<file path="src/rtl/core/ple_pkg.sv">
// Package for the positional list engine: sizes, request and status codes,
// and the per-cell command struct. No dependencies.
package ple_pkg;

    localparam int CAPACITY    = 64;
    localparam int CNT_W       = $clog2(CAPACITY + 1);
    localparam int WIDE_W      = 9;
    localparam int SLOT_W      = $clog2(CAPACITY);
    localparam int VAL_W       = 32;
    localparam int LEN_W       = 7;
    localparam int STATUS_W    = 2;
    localparam int KIND_W      = 3;
    localparam int POS_W       = 8;
    localparam int GROUP_SIZE  = 8;
    localparam int NGROUPS     = (CAPACITY + GROUP_SIZE - 1) / GROUP_SIZE;

    typedef enum logic [KIND_W-1:0] {
        KIND_INS_FRONT = 3'd0,
        KIND_INS_BACK  = 3'd1,
        KIND_INS_POS   = 3'd2,
        KIND_DEL_FRONT = 3'd3,
        KIND_DEL_BACK  = 3'd4,
        KIND_DEL_POS   = 3'd5,
        KIND_READ      = 3'd6
    } kind_t;

    typedef enum logic [STATUS_W-1:0] {
        ST_OK     = 2'd0,
        ST_BADPOS = 2'd1,
        ST_FULL   = 2'd2,
        ST_EMPTY  = 2'd3
    } status_t;

    typedef enum logic [1:0] {
        CMD_NONE = 2'd0,
        CMD_INS  = 2'd1,
        CMD_DEL  = 2'd2
    } cmd_t;

    typedef struct packed {
        cmd_t              cmd;
        logic              rd_en;
        logic [SLOT_W-1:0] slot;
        logic [VAL_W-1:0]  value;
    } cell_op_t;

endpackage

</file>
<file path="src/rtl/core/ple_cell.sv">
// One list cell: holds one entry, shifts from its neighbors on insert/delete.
// Depends on ple_pkg.
module ple_cell (
    input  logic                          clk,
    input  ple_pkg::cell_op_t             op,
    input  logic [ple_pkg::SLOT_W-1:0]    idx,
    input  logic [ple_pkg::VAL_W-1:0]     left_data,
    input  logic [ple_pkg::VAL_W-1:0]     right_data,
    output logic [ple_pkg::VAL_W-1:0]     data,
    output logic [ple_pkg::VAL_W-1:0]     rd_data
);
    import ple_pkg::*;

    logic [VAL_W-1:0] data_reg;
    logic [VAL_W-1:0] data_next;

    always_comb
    begin
        data_next = data_reg;
        unique case (op.cmd)
            CMD_INS:
            begin
                if (idx > op.slot)
                begin
                    data_next = left_data;
                end
                else if (idx == op.slot)
                begin
                    data_next = op.value;
                end
            end
            CMD_DEL:
            begin
                if (idx >= op.slot)
                begin
                    data_next = right_data;
                end
            end
            default:
            begin
                data_next = data_reg;
            end
        endcase
    end

    always_ff @(posedge clk)
    begin
        data_reg <= data_next;
    end

    assign data    = data_reg;
    assign rd_data = (op.rd_en && (idx == op.slot)) ? data_reg : '0;

endmodule

</file>
<file path="config.mk">
export PLATFORM = sky130hd
export DESIGN_NAME = ple_cell
export DESIGN_NICKNAME = d
export VERILOG_FILES = /design/src/rtl/core/ple_pkg.sv /design/src/rtl/core/ple_cell.sv
export SDC_FILE = /design/constraint.sdc
export NUM_CORES = 1
export LEC_CHECK = 0
export BUFFER_PORTS_ARGS = -buffer_cell sky130_fd_sc_hd__buf_2
export CAP_MARGIN = 0
export CELL_PAD_IN_SITES_DETAIL_PLACEMENT = 1
export CELL_PAD_IN_SITES_GLOBAL_PLACEMENT = 2
export CORE_ASPECT_RATIO = 0.6
export CORE_MARGIN = 1
export CORE_UTILIZATION = 21
export CTS_CLUSTER_DIAMETER = 30
export DETAILED_ROUTE_END_ITERATION = 7
export HOLD_SLACK_MARGIN = 0.03
export PLACE_DENSITY_LB_ADDON = 0.1
export SLEW_MARGIN = 30
export SYNTH_ARGS = -nofsm -noshare
export SYNTH_HDL_FRONTEND = slang
export SYNTH_SLANG_ARGS = --single-unit
</file>
<file path="constraint.sdc">
create_clock -name clk -period 3.53 [get_ports clk]
set_input_delay 0.1765 -clock clk [delete_from_list [all_inputs] [get_ports clk]]
set_output_delay 0.1765 -clock clk [all_outputs]
set_load 0.02 [all_outputs]
</file>
==> results.md <==
- RSZ-0062 raised after global routing: false
- Logic pwr share: 31.5%
- Switching Share: 32.2%
- Rel. slew slack: 43.8%
- Die width: 155 um
- Psw: 0.000494 W
- Post-route setup slack: ~0.92 ns
- Rows: 33
- Clk sinks: 32
- Startpoint types: input pin
- Via-per-instance ratio: 4.78
- Clock Tree Root: clkbuf_16
- PwrDens: ~370 nW/um^2
- Final nets: approximately 590
- CP Cell Sequence: buf_2 > inv_1 > ha_1 > and4_4 > and3_4 > buf_4 > and3_1 > buf_2
- Critical path's largest stage delay: 0.59 ns
- Design Area, Final: 4090 sq um
- DIE AREA: roughly 14000 sq um
- Worst setup path startpoint: op[37]
- Vias in the first global route: 3085
- Syn-to-layout area delta: 39.4%
- Max reg flops: 32
- Setup violations, final: 0
- Synth Instances: 327
- Post-placement cell area: a little under 4000 sq um
- Largest net degree at the start of global routing: 65
- Worst-margin pin slew: 0.840 ns
- Post-synth top cells: nand3_1, nor2b_1
- Global-route wire length before repair: 17.0 mm
- CTS Hold Buffers Added: 0
- Max Clk Rate: 383 MHz
- I/O Pins: 176
- Routability cong.: a little under 0.7
- Total internal power: 0.00104 W
- Number of synthesized flops with an enable pin: 32
- H-tree Lvls: 2
- TritonRoute pass-1 iters: 6
- Crit path top cell by count: buf_2
- Place WS: 0.932 ns
- PortBufs: 175
- Main synth FF type: edfxtp_1
- CTS tree: done
- Vias: 3202
- Fin. Hold Viols: 0
- CP delay by family, top: simple AND/OR/NAND/NOR gates
- HP Start: right_data[11]
- Share of cells above drive strength 1: 41.6%
- Sequential cell area: 961 sq um
- Crit-path max FO: 63
- Worst Path Required: about 3.4 ns
- Post-synthesis sequential area ratio: 32.7%
- Part of the power in the clock network: 32.2%
- Ys async rst share: 0%
- Mapped Area: about 3000 sq um
- Initial antenna violation count: 3
- Placed cells: 657
- VDD IR max: 0.119 mV
- Cts bufs inserted: 5
- Leakage: 1.93 nW
- Max clock buf depth: 2
- Max_cap viols: 0
- Avg WL per Cell: ~17 um
- Synth area leaders: edfxtp_1, a311o_1, a22oi_1, nor2b_1, and3_1
- First DRT Iteration DRCs: around 130
- Synthesized netlist net count: 447
- Crit path time final: 2.61 ns
- Post-CTS resize count: 0
- Antenna Violating Nets Remaining: 0
- Initial Utilization: 21.5%
- Outcome: completed
- GRT overflow: 0
- Crit path capture type: output pin
- Period Utilization, post-route: 73.9%
- Area leader, netlist: edfxtp_1
- Ys Warns: 0
- Die height: around 94 um
- Mapped Avg Cell Area: 8.98 sq um
- Final wirelength: 11.2 mm
- Hold WC Path Type: in -> reg
- CP Class: in -> out
- Synth cell types: 22
- Fillcell total: 1624
- Count of state elements after synthesis: 32
- Area occupied by multi-input gates: around 1700 sq um
- Setup repair bufs after CTS: 0
- # DRC: 0
- Top cell type's share of synthesized area: about a third
- Setup TNS Final: 0 ns
- Slowest cell on crit path: buf_4
- HPWL after DPL: 7.75 mm
- Core area: 13700 sq um
- Flop pwr share: between 30% and 40%
- Worst-path clk slew: 0.06 ns
- Final-report max-slew violation count: 0
- Tot GR Track Use: 15.1%
- Buffers & Inverters on Critical Path: 4
- Fin cells: 670
- Arrival time of the worst setup path: 2.43 ns
==> cell type report <==
type	count	area share, %
repair buffers	183	23.2
well taps	192	5.87
multi-input cells	242	42.5
inverters	8	0.733
clock inverters	2	0.856
diodes	5	0.306
clock buffers	6	3.15
flip-flops and latches	32	23.5
==> worst min-delay path, cell delays in order <==
cell and delay, ns:
buf_2 0.08, a22oi_1 0.07, nand3_1 0.08
==> per-stage QoR <==
| step | hold WS (ns) | total power [W] | util [%] |
|---|---|---|---|
| floorplan | 0.411 | 0.000847 | - |
| global placement | 0.511 | 0.00105 | 28.7 |
| detailed placement | 0.519 | 0.00105 | 28.7 |
| CTS | 0.224 | 0.00156 | 29.9 |
| global route | 0.241 | 0.00162 | 29.9 |
| finish | 0.235 | 0.00153 | 30.0 |
==> cell usage in the layout, fill, tap and decap left out, types with 2 or more instances in the layout <==
| master | n |
|---|---|
| ha_1 | 7 |
| nand3_1 | 32 |
| edfxtp_1 | 32 |
| and3_1 | 32 |
| nand2b_1 | 32 |
| nor2b_1 | 33 |
| inv_1 | 8 |
| nor2_1 | 2 |
| buf_2 | 175 |
| buf_4 | 7 |
| a22oi_1 | 32 |
| nand4_1 | 32 |
| a311o_1 | 32 |
| clkbuf_16 | 5 |
| diode_2 | 5 |
==> cell families (layout without fill, tap and decap cells) <==
group / count (synthesis) / count (layout) / share of synthesized area [%]
simple gates: 166 / 166 / 34.1
compound gates: 68 / 68 / 20.1
buf+inv: 53 / 199 / 9.67
flops: 32 / 32 / 32.7
fa+ha+maj: 8 / 8 / 3.41
other cells: 0 / 5 / 0
==> worst paths after layout <==
check / to / slack, ns / cells past startpoint
setup / recovery: rd_data[19] / 0.92 / 8
hold / removal: data[11] / 0.23 / 3
==> metal layers <==
| metal | vias up | track usage, % | wire, um |
|---|---|---|---|
| met1 | 1515 | 22.3 | 5990 |
| li1 | 1571 | - | - |
| met2 | 112 | 21.3 | 4420 |
| met5 | - | 0 | 0 |
| met4 | 0 | 2.81 | 50 |
| met3 | 4 | 4.63 | 732 |
==> power groups by stage <==
stage | Combinational, W | Sequential [W] | Clock, W
floorplan | 0.000204 | 0.000643 | 0
global placement | 0.000484 | 0.000565 | 0
detailed placement | 0.000489 | 0.000563 | 0
CTS | 0.000489 | 0.000557 | 0.000510
global route | 0.000524 | 0.000565 | 0.000526
finish | 0.000482 | 0.000556 | 0.000494
Note: power is estimated with default switching activity, not from simulation.
