<file path="config.mk">
export PLATFORM = sky130hd
export DESIGN_NAME = ple_ctrl
export DESIGN_NICKNAME = d
export VERILOG_FILES = /design/src/rtl/core/ple_pkg.sv /design/src/rtl/core/ple_ctrl.sv
export SDC_FILE = /design/constraint.sdc
export NUM_CORES = 1
export LEC_CHECK = 0
export ABC_AREA = 1
export BUFFER_PORTS_ARGS = -buffer_cell sky130_fd_sc_hd__buf_2
export CORE_MARGIN = 10
export CORE_UTILIZATION = 50
export CTS_BUF_LIST = sky130_fd_sc_hd__clkbuf_16
export CTS_CLUSTER_SIZE = 16
export DETAILED_ROUTE_END_ITERATION = 12
export GPL_TIMING_DRIVEN = 0
export PLACE_DENSITY = 0.87
export SKIP_CTS_REPAIR_TIMING = 1
export SLEW_MARGIN = 20
export SYNTH_ARGS = -nofsm -noshare
export SYNTH_HDL_FRONTEND = slang
export SYNTH_SLANG_ARGS = --single-unit
</file>
<file path="constraint.sdc">
create_clock -name clk -period 3.9 [get_ports clk]
set_input_delay 0.585 -clock clk [delete_from_list [all_inputs] [get_ports clk]]
set_output_delay 0.585 -clock clk [all_outputs]
set_load 0.01 [all_outputs]
</file>
<file path="src/rtl/core/ple_pkg.sv">
// Package for the positional list engine: sizes, request and status codes,
// and the per-cell command struct. No dependencies.
package ple_pkg;

    localparam int CAPACITY    = 64;
    localparam int CNT_W       = $clog2(CAPACITY + 1);
    localparam int WIDE_W      = 9;
    localparam int SLOT_W      = $clog2(CAPACITY);
    localparam int VAL_W       = 32;
    localparam int LEN_W       = 7;
    localparam int STATUS_W    = 2;
    localparam int KIND_W      = 3;
    localparam int POS_W       = 8;
    localparam int GROUP_SIZE  = 8;
    localparam int NGROUPS     = (CAPACITY + GROUP_SIZE - 1) / GROUP_SIZE;

    typedef enum logic [KIND_W-1:0] {
        KIND_INS_FRONT = 3'd0,
        KIND_INS_BACK  = 3'd1,
        KIND_INS_POS   = 3'd2,
        KIND_DEL_FRONT = 3'd3,
        KIND_DEL_BACK  = 3'd4,
        KIND_DEL_POS   = 3'd5,
        KIND_READ      = 3'd6
    } kind_t;

    typedef enum logic [STATUS_W-1:0] {
        ST_OK     = 2'd0,
        ST_BADPOS = 2'd1,
        ST_FULL   = 2'd2,
        ST_EMPTY  = 2'd3
    } status_t;

    typedef enum logic [1:0] {
        CMD_NONE = 2'd0,
        CMD_INS  = 2'd1,
        CMD_DEL  = 2'd2
    } cmd_t;

    typedef struct packed {
        cmd_t              cmd;
        logic              rd_en;
        logic [SLOT_W-1:0] slot;
        logic [VAL_W-1:0]  value;
    } cell_op_t;

endpackage

</file>
<file path="src/rtl/core/ple_ctrl.sv">
// Request decoder and entry counter: checks positions, issues cell commands.
// Depends on ple_pkg.
module ple_ctrl (
    input  logic                        clk,
    input  logic                        rst_n,
    input  logic                        accept,
    input  logic [ple_pkg::KIND_W-1:0]  kind,
    input  logic [ple_pkg::POS_W-1:0]   position,
    input  logic [ple_pkg::VAL_W-1:0]   value,
    output ple_pkg::cell_op_t           op,
    output ple_pkg::status_t            status,
    output logic [ple_pkg::LEN_W-1:0]   length
);
    import ple_pkg::*;

    logic [CNT_W-1:0]  count_reg;
    logic [CNT_W-1:0]  count_next;
    logic [WIDE_W-1:0] cnt_w;
    logic [WIDE_W-1:0] pos_w;
    logic [WIDE_W-1:0] len_w;
    logic              full;
    logic              empty;

    assign cnt_w = WIDE_W'(count_reg);
    assign pos_w = WIDE_W'(position);
    assign full  = cnt_w >= WIDE_W'(CAPACITY);
    assign empty = count_reg == '0;

    always_comb
    begin
        op.cmd     = CMD_NONE;
        op.rd_en   = 1'b0;
        op.slot    = '0;
        op.value   = value;
        status     = ST_OK;
        count_next = count_reg;
        unique case (kind_t'(kind))
            KIND_INS_FRONT, KIND_INS_BACK, KIND_INS_POS:
            begin
                if (full)
                begin
                    status = ST_FULL;
                end
                else if (kind_t'(kind) == KIND_INS_FRONT)
                begin
                    op.cmd     = CMD_INS;
                    count_next = count_reg + 1'b1;
                end
                else if (kind_t'(kind) == KIND_INS_BACK)
                begin
                    op.cmd     = CMD_INS;
                    op.slot    = SLOT_W'(count_reg);
                    count_next = count_reg + 1'b1;
                end
                else if (pos_w == '0 || pos_w > cnt_w + 1'b1)
                begin
                    status = ST_BADPOS;
                end
                else
                begin
                    op.cmd     = CMD_INS;
                    op.slot    = SLOT_W'(pos_w - 1'b1);
                    count_next = count_reg + 1'b1;
                end
            end
            KIND_DEL_FRONT, KIND_DEL_BACK, KIND_DEL_POS:
            begin
                if (empty)
                begin
                    status = ST_EMPTY;
                end
                else if (kind_t'(kind) == KIND_DEL_FRONT)
                begin
                    op.cmd     = CMD_DEL;
                    count_next = count_reg - 1'b1;
                end
                else if (kind_t'(kind) == KIND_DEL_BACK)
                begin
                    op.cmd     = CMD_DEL;
                    op.slot    = SLOT_W'(cnt_w - 1'b1);
                    count_next = count_reg - 1'b1;
                end
                else if (pos_w == '0 || pos_w > cnt_w)
                begin
                    status = ST_BADPOS;
                end
                else
                begin
                    op.cmd     = CMD_DEL;
                    op.slot    = SLOT_W'(pos_w - 1'b1);
                    count_next = count_reg - 1'b1;
                end
            end
            KIND_READ:
            begin
                if (empty)
                begin
                    status = ST_EMPTY;
                end
                else if (pos_w == '0 || pos_w > cnt_w)
                begin
                    status = ST_BADPOS;
                end
                else
                begin
                    op.rd_en = 1'b1;
                    op.slot  = SLOT_W'(pos_w - 1'b1);
                end
            end
            default:
            begin
                status = ST_OK;
            end
        endcase
        if (!accept)
        begin
            op.cmd     = CMD_NONE;
            op.rd_en   = 1'b0;
            count_next = count_reg;
        end
    end

    assign len_w  = WIDE_W'(count_next);
    assign length = len_w[LEN_W-1:0];

    always_ff @(posedge clk or negedge rst_n)
    begin
        if (!rst_n)
        begin
            count_reg <= '0;
        end
        else
        begin
            count_reg <= count_next;
        end
    end

endmodule

</file>
==> metrics.md, run 1 <==
| Metric | Value |
|---|---|
| Area used by multi-input combinational logic | 1277 µm² |
| Worst Reg2Reg Path Length in Cells | 18 |
| Worst-path fanout max | 6 |
| Die Ht | 80.98 µm |
| Sum of negative setup slack | 0 ns |
| Final worst clock skew | 0.002481 ns |
| Number of search-and-repair iterations in the first detailed-routing pass | 5 |
| Power per Cell Area | 463.6 nW/µm² |
| Cell area after synthesis | 1859 µm² |
| Required time at the worst-slack endpoint | 3.31 ns |
| Proportion of layout cells with a drive suffix above 1 | 0.3833 |
| Minimum setup slack in the final design | 0.2389 ns |
| Max Clk Rate | 273.1 MHz |
| Reg2Reg Launch Point | count_reg[0] |
| I/O pin count | 96 |
| # rows | 22 |
| Final Setup Violations | 0 |
| Pre-CTS setup slack | 0.5069 ns |
| Clock latency on the worst-skew pair | 0.23 ns |
| Routed wire length per instance | 14.65 µm |
| Count of final max-slew check failures | 0 |
| Root buffer selected by CTS | sky130_fd_sc_hd__clkbuf_16 |
| Area fraction of the dominant cell type after synthesis | 0.1332 |
| Number of H-tree branching levels | 1 |
| Buffer levels on the longest clock path | 2 |
| Actual transition at the worst max-transition pin | 0.4527 ns |
| Worst setup EP type | primary output |
| Biggest area contributors in the synthesized netlist | sky130_fd_sc_hd__buf_4 13%, sky130_fd_sc_hd__nand2_1 13%, sky130_fd_sc_hd__ha_1 13%, sky130_fd_sc_hd__dfrtp_1 9.4%, sky130_fd_sc_hd__nor2_1 5.5% |
| Design area | 2315 µm² |
| Effective utilization at floorplan | 0.5117 |
| Number of max-capacitance violations reported | 0 |
| Placed wire-length estimate | 4.973 mm |
| Average cell area after synthesis | 6.346 µm² |
| Slew Limit Headroom | 0.6971 |
| Average via count per standard cell | 5.338 |
| Count of buffers from port buffering | 63 |
| Placed inst area | 2235 µm² |
| Tmin final | 3.661 ns |
| Worst IR Drop VDD | 197.7 µV |
| Number of nets in the synthesized netlist | 358 |
| Final Hold Viols | 0 |
| # nets final | 426 |
| Via count | 2178 |
| Relative area change from synthesis to final layout | 24.50% |
| Fin crit share | 0.9387 |
| Area of the core region | 3633 µm² |
| Iteration-0 DRC Markers | 259 |
| Cells after synthesis | 293 |
| Hold Crit Class | in -> async |
| TritonCTS clock tree | yes |
| Unrepaired setup endpoints after global routing | false |
| Reg clk slew, reported paths | 0.04 ns |
| Number of flip-flops under the largest register name | 7 |
| Routability congestion estimate | 0.9645 |
| Die X-Extent | 80.98 µm |
| Yosys top cell by area | sky130_fd_sc_hd__buf_4 |
| Filler Cells Inserted | 337 |
| Worst-case hold slack | 0.1837 ns |
| Total congestion overflow after global routing | 0 |
| Aggregate global-route resource usage | 0.1770 |
| Critical Path Source Type | flip-flop |
| CTS Buf Count | 3 |
| Remaining design rule violation count | 0 |
| Remaining number of nets flagged by the antenna check after routing | 0 |
| R2r setup slk | 1.13 ns |
| Category of the most critical setup path | reg -> out |
| Via count of the first global-routing pass | 2115 |
| Endpoint of the most critical register-to-register path | count_reg[2] |
| Register Area | 176.4 µm² |
| Leakage power figure | 0.001293 µW |
| Initial antenna violation count | 0 |
| Overall routed net length | 5.977 mm |
| Pin count of the biggest net entering global routing | 10 |
| Arrival time of data at the critical path endpoint | 3.08 ns |
| Result of the run | finished, final reports clean |
| Synth Register Bits | 7 |
| Die Area | 6558 µm² |
| Post-synthesis sequential area ratio | 0.09421 |
| Number of clock sinks | 7 |
| Synth warnings | 0 |
| Ant diodes | 0 |
| First-pass GRT wire length | 9.570 mm |
| Post-layout utilization of the core | 0.6371 |
| Post-synthesis cell type count | 34 |
## synthesized netlist by cell type, drive strengths merged
library cell	n
buf	34
nor3	6
ha	19
nand4	5
nand3	20
o21bai	2
a21oi	21
inv	39
nor2	30
o211ai	10
o21ai	9
o21a	1
or2	2
xor2	7
o22ai	4
xnor2	4
nand2	73
dfrtp	7
## report_power, final
group | switching, µW | internal (µW)
sequential | 36.0 | 101
clock | 39.8 | 133
combinational | 485 | 278
## worst max-delay path, cell delays in order (launching register included)
cell and delay, ns:
sky130_fd_sc_hd__dfrtp_2 0.44, sky130_fd_sc_hd__inv_1 0.17, sky130_fd_sc_hd__ha_1 0.39, sky130_fd_sc_hd__inv_1 0.12
sky130_fd_sc_hd__ha_1 0.32, sky130_fd_sc_hd__inv_1 0.05, sky130_fd_sc_hd__o21bai_1 0.11, sky130_fd_sc_hd__nand2_1 0.07
sky130_fd_sc_hd__nand2_1 0.05, sky130_fd_sc_hd__nand2_1 0.04, sky130_fd_sc_hd__nand2_1 0.05, sky130_fd_sc_hd__nand2_1 0.08
sky130_fd_sc_hd__nand2_2 0.09, sky130_fd_sc_hd__nand2_2 0.09, sky130_fd_sc_hd__nand2_1 0.07, sky130_fd_sc_hd__nand2_1 0.15
sky130_fd_sc_hd__nor2_1 0.13, sky130_fd_sc_hd__nor2_1 0.05, sky130_fd_sc_hd__a21oi_1 0.19, sky130_fd_sc_hd__buf_2 0.17
## metrics by stage
step	cells	power, µW
4_1_cts	408	1062
3_5_place_dp	404	881.1
3_3_place_gp	404	859.0
6_report	408	1073
2_1_floorplan	293	656.5
5_1_grt	408	1175
## kinds of logic after synthesis
| family | after synthesis | synth area share |
|---|---|---|
| adder cells (fa/ha/maj) | 19 | 0.1279 |
| buffers and inverters | 73 | 0.2187 |
| flip-flops | 7 | 0.09421 |
| XOR/XNOR | 11 | 0.05182 |
| AND/OR/NAND/NOR | 136 | 0.3526 |
| AO/OA/AOI/OAI | 47 | 0.1548 |
## worst max-delay path by stage
stage,start,end,slack (ns),depth (start not counted)
global placement,count_reg[0],length[2],0.57,19
finish,count_reg[0],length[2],0.24,19
CTS,count_reg[0],length[2],0.24,19
global route,count_reg[0],length[2],0.03,19
floorplan,count_reg[0],length[2],1.09,18
detailed placement,count_reg[0],length[2],0.51,19
## layer usage
layer | part of all wire | GRT usage | vias to the layer above
met5 | 0 | 0 | -
li1 | - | - | 1059
met2 | 0.51 | 0.3209 | 121
met4 | 0.013 | 0.04325 | 0
met3 | 0.10 | 0.03532 | 8
met1 | 0.37 | 0.2075 | 990
## cell type report
type,instances,area share
timing repair buffer,63,0.1362
clock buffer,3,0.03243
clock inverter,1,0.001622
sequential,7,0.07622
multi-input combinational,213,0.5519
buffer,34,0.1092
inverter,39,0.06649
tap,48,0.02595
## cell usage in the layout (no fill, tap or decap), types with 10 or more instances in the layout
cell type / Yosys / routed
sky130_fd_sc_hd__ha_1: 19 / 19
sky130_fd_sc_hd__nor2_1: 27 / 27
sky130_fd_sc_hd__o211ai_1: 10 / 10
sky130_fd_sc_hd__inv_2: 13 / 13
sky130_fd_sc_hd__buf_4: 33 / 33
sky130_fd_sc_hd__nand3_1: 17 / 17
sky130_fd_sc_hd__buf_2: 1 / 64
sky130_fd_sc_hd__inv_1: 24 / 25
sky130_fd_sc_hd__nand2_1: 65 / 65
sky130_fd_sc_hd__a21oi_1: 18 / 18
Power figures use the tool's default switching activity.
==> run 2, diff against run 1 <==
==> constraint.sdc (replaced) <==
create_clock -name clk -period 4.49 [get_ports clk]
set_input_delay 0.6735 -clock clk [delete_from_list [all_inputs] [get_ports clk]]
set_output_delay 0.6735 -clock clk [all_outputs]
set_load 0.01 [all_outputs]
==> run 2 against run 1 <==
Design area hardly changed. Worst hold slack better by 0.085 ns. Worst setup slack better by 0.40 ns. Critical path type unchanged. Highest routed layer unchanged. Sequential power is 14% lower. Combinational power is 13% lower. Die area stayed put. Wire length is 0.50% lower. Clock power is 13% lower. Largest power group unchanged. Cell count stayed put. Core utilization hardly changed.
==> metrics.md, run 2 (synthesized netlist as in run 1, its figures left out) <==
| Metric | Value |
|---|---|
| Critical Path Source Type | flip-flop (unchanged) |
| Leakage power figure | 0.001294 µW (was 0.001293 µW) |
| Final Hold Viols | 0 (unchanged) |
| Remaining design rule violation count | 0 (unchanged) |
| Fin crit share | 0.8570 |
| Final Setup Violations | 0 (unchanged) |
| Average via count per standard cell | 5.355 (was 5.338) |
| Number of search-and-repair iterations in the first detailed-routing pass | 5 (unchanged) |
| Placed cell count | 404 (unchanged) |
| Die Area | 6558 µm² (unchanged) |
| Iteration-0 DRC Markers | 248 (was 259) |
| Area of the core region | 3633 µm² (unchanged) |
| Sum of negative setup slack | 0 ns (unchanged) |
| Die X-Extent | 80.98 µm (unchanged) |
| Overall routed net length | 5.947 mm (was 5.977 mm) |
| Cell family with the largest share of critical-path delay | simple AND/OR/NAND/NOR gates (unchanged) |
| Switching power summed over all nets | 488.0 µW (was 560.7 µW) |
| Placed wire-length estimate | 4.973 mm (unchanged) |
| First-pass GRT wire length | 9.563 mm (was 9.570 mm) |
| Worst setup EP type | primary output (unchanged) |
| Reg clk slew, reported paths | 0.04 ns (about the same) |
| Tmin final | 3.848 ns |
| Ant diodes | 0 (unchanged) |
| Required time at the worst-slack endpoint | 3.82 ns (was 3.31 ns) |
| Cell chain of the critical path | inv_1 > ha_1 > inv_1 > ha_1 > inv_1 > o21bai_1 > nand2_1 > nand2_1 > nand2_1 > nand2_1 > nand2_1 > nand2_2 > nand2_2 > nand2_1 > nand2_1 > nor2_1 > nor2_1 > a21oi_1 > buf_2 (unchanged) |
| Int Pwr | 444.2 µW (was 512.4 µW) |
| Remaining number of nets flagged by the antenna check after routing | 0 (unchanged) |
| Relative contribution of combinational cells to total power | 0.712 (was 0.711) |
| Number of H-tree branching levels | 1 (unchanged) |
| Root buffer selected by CTS | sky130_fd_sc_hd__clkbuf_16 (unchanged) |
| Number of clock sinks | 7 (unchanged) |
| Total congestion overflow after global routing | 0 (unchanged) |
| Worst-path fanout max | 6 (unchanged) |
| Proportion of layout cells with a drive suffix above 1 | 0.3806 (was 0.3833) |
| CTS Buf Count | 3 (unchanged) |
| Via count | 2185 (was 2178) |
| Initial antenna violation count | 0 (unchanged) |
| Unrepaired setup endpoints after global routing | false (unchanged) |
| I/O pin count | 96 (unchanged) |
| Slowest stage delay, CP | 0.49 ns (was 0.44 ns) |
| Count of final max-slew check failures | 0 (unchanged) |
| Clock share of power | 0.161 (about the same) |
| Via count of the first global-routing pass | 2113 (was 2115) |
| Aggregate global-route resource usage | 0.1768 (was 0.1770) |
| Pin count of the biggest net entering global routing | 10 (unchanged) |
| Actual transition at the worst max-transition pin | 0.4686 ns (was 0.4527 ns) |
| TritonCTS clock tree | yes (unchanged) |
| Routed wire length per instance | 14.58 µm (was 14.65 µm) |
| Commonest non-fill, non-tap cells in the layout | 65 x sky130_fd_sc_hd__nand2_1, 64 x sky130_fd_sc_hd__buf_2, 33 x sky130_fd_sc_hd__buf_4 (unchanged) |
| Max Clk Rate | 259.9 MHz |
| Relative area change from synthesis to final layout | 24.43% (was 24.50%) |
| Filler Cells Inserted | 338 (was 337) |
| Buffer levels on the longest clock path | 2 (unchanged) |
| Number of flip-flops under the largest register name | 7 (unchanged) |
| Number of max-capacitance violations reported | 0 (unchanged) |
| Slew Limit Headroom | 0.6864 (was 0.6971) |
| Effective utilization at floorplan | 0.5117 (unchanged) |
| Clock latency on the worst-skew pair | 0.23 ns (about the same) |
| Final worst clock skew | 0.003321 ns (was 0.002481 ns) |
| CP dominant cell by count | sky130_fd_sc_hd__nand2_1 (unchanged) |
| Result of the run | finished, final reports clean (unchanged) |
| Final std cells w/o fill | 408 (unchanged) |
| Leading cell type in the layout, fill and taps excluded | sky130_fd_sc_hd__nand2_1 (unchanged) |
| Bufs and invs on worst path | 4 (unchanged) |
| Reg power frac | 0.127 (was 0.128) |
| Arrival time of data at the critical path endpoint | 3.17 ns (was 3.08 ns) |
| Die Ht | 80.98 µm (unchanged) |
| Category of the most critical setup path | reg -> out (unchanged) |
| Sw Share | 0.5235 (was 0.5225) |
| Routability congestion estimate | 0.9645 (unchanged) |
| Power per Cell Area | 402.9 nW/µm² (was 463.6 nW/µm²) |
| Count of buffers from port buffering | 63 (unchanged) |
| Worst IR Drop VDD | 169.4 µV (was 197.7 µV) |
| Cell with the largest stage delay on the worst path | sky130_fd_sc_hd__dfrtp_1 (was sky130_fd_sc_hd__dfrtp_2) |
| # nets final | 426 (unchanged) |
| Hold Crit Class | in -> async (unchanged) |
| # rows | 22 (unchanged) |
run 2: cell types whose count changed in the layout (fill, tap and decap cells not counted):
cell and delta:
sky130_fd_sc_hd__dfrtp_2 -1, sky130_fd_sc_hd__dfrtp_1 +1
run 2: final timing paths:
| path | from | to | slack (ns) | depth (start not counted) |
|---|---|---|---|---|
| max in group asynchronous | rst_n | count_reg[1] | 4.06 | 1 |
| setup / recovery | count_reg[0] | length[2] | 0.64 | 19 |
| min in group clk | count_reg[5] | count_reg[5] | 0.68 | 2 |
| hold reg to reg | count_reg[5] | count_reg[5] | 0.68 | 2 |
| setup reg to reg | count_reg[0] | count_reg[2] | 1.62 | 18 |
| hold / removal | rst_n | count_reg[0] | 0.27 | 1 |
run 2: per-stage QoR:
step                      cell area, µm²  hold WS, ns  power (µW)  worst slack (ns)    util
after floorplan                     1859       0.3779       570.2             1.588       -
after global placement              2235       0.5052       746.1             1.074  0.6150
after detailed placement            2235       0.5137       765.3             1.008  0.6150
final                               2313       0.2690       932.2            0.6422  0.6367
after CTS                           2313       0.2736       922.6            0.7404  0.6367
after global routing                2313       0.2830        1018            0.4236  0.6367
run 2: final cells by class:
cell class	instances	area [µm²]	share of cell area
Timing Repair Buffer	63	315.3	0.1363
Clock inverter	1	3.754	0.001622
Multi-Input combinational cell	213	1277	0.5522
Sequential cell	7	175.2	0.07572
Tap cell	48	60.06	0.02596
Inverter	39	153.9	0.06652
Buffer	34	252.7	0.1092
Clock buffer	3	75.07	0.03245
run 2: per-layer routing:
metal  track usage  vias up  part of all wire
met2        0.3209      128              0.51
met3       0.03532       12              0.10
met4       0.04325        0             0.015
met5             0        -                 0
met1        0.2068      985              0.37
li1              -     1060                 -
run 2: power groups by stage:
stage          Sequential, µW  Clock (µW)  Combinational (µW)
3_3_place_gp              118           0                 628
6_report                  118         150                 663
4_1_cts                   117         150                 655
2_1_floorplan             106           0                 464
5_1_grt                   121         154                 744
3_5_place_dp              118           0                 648
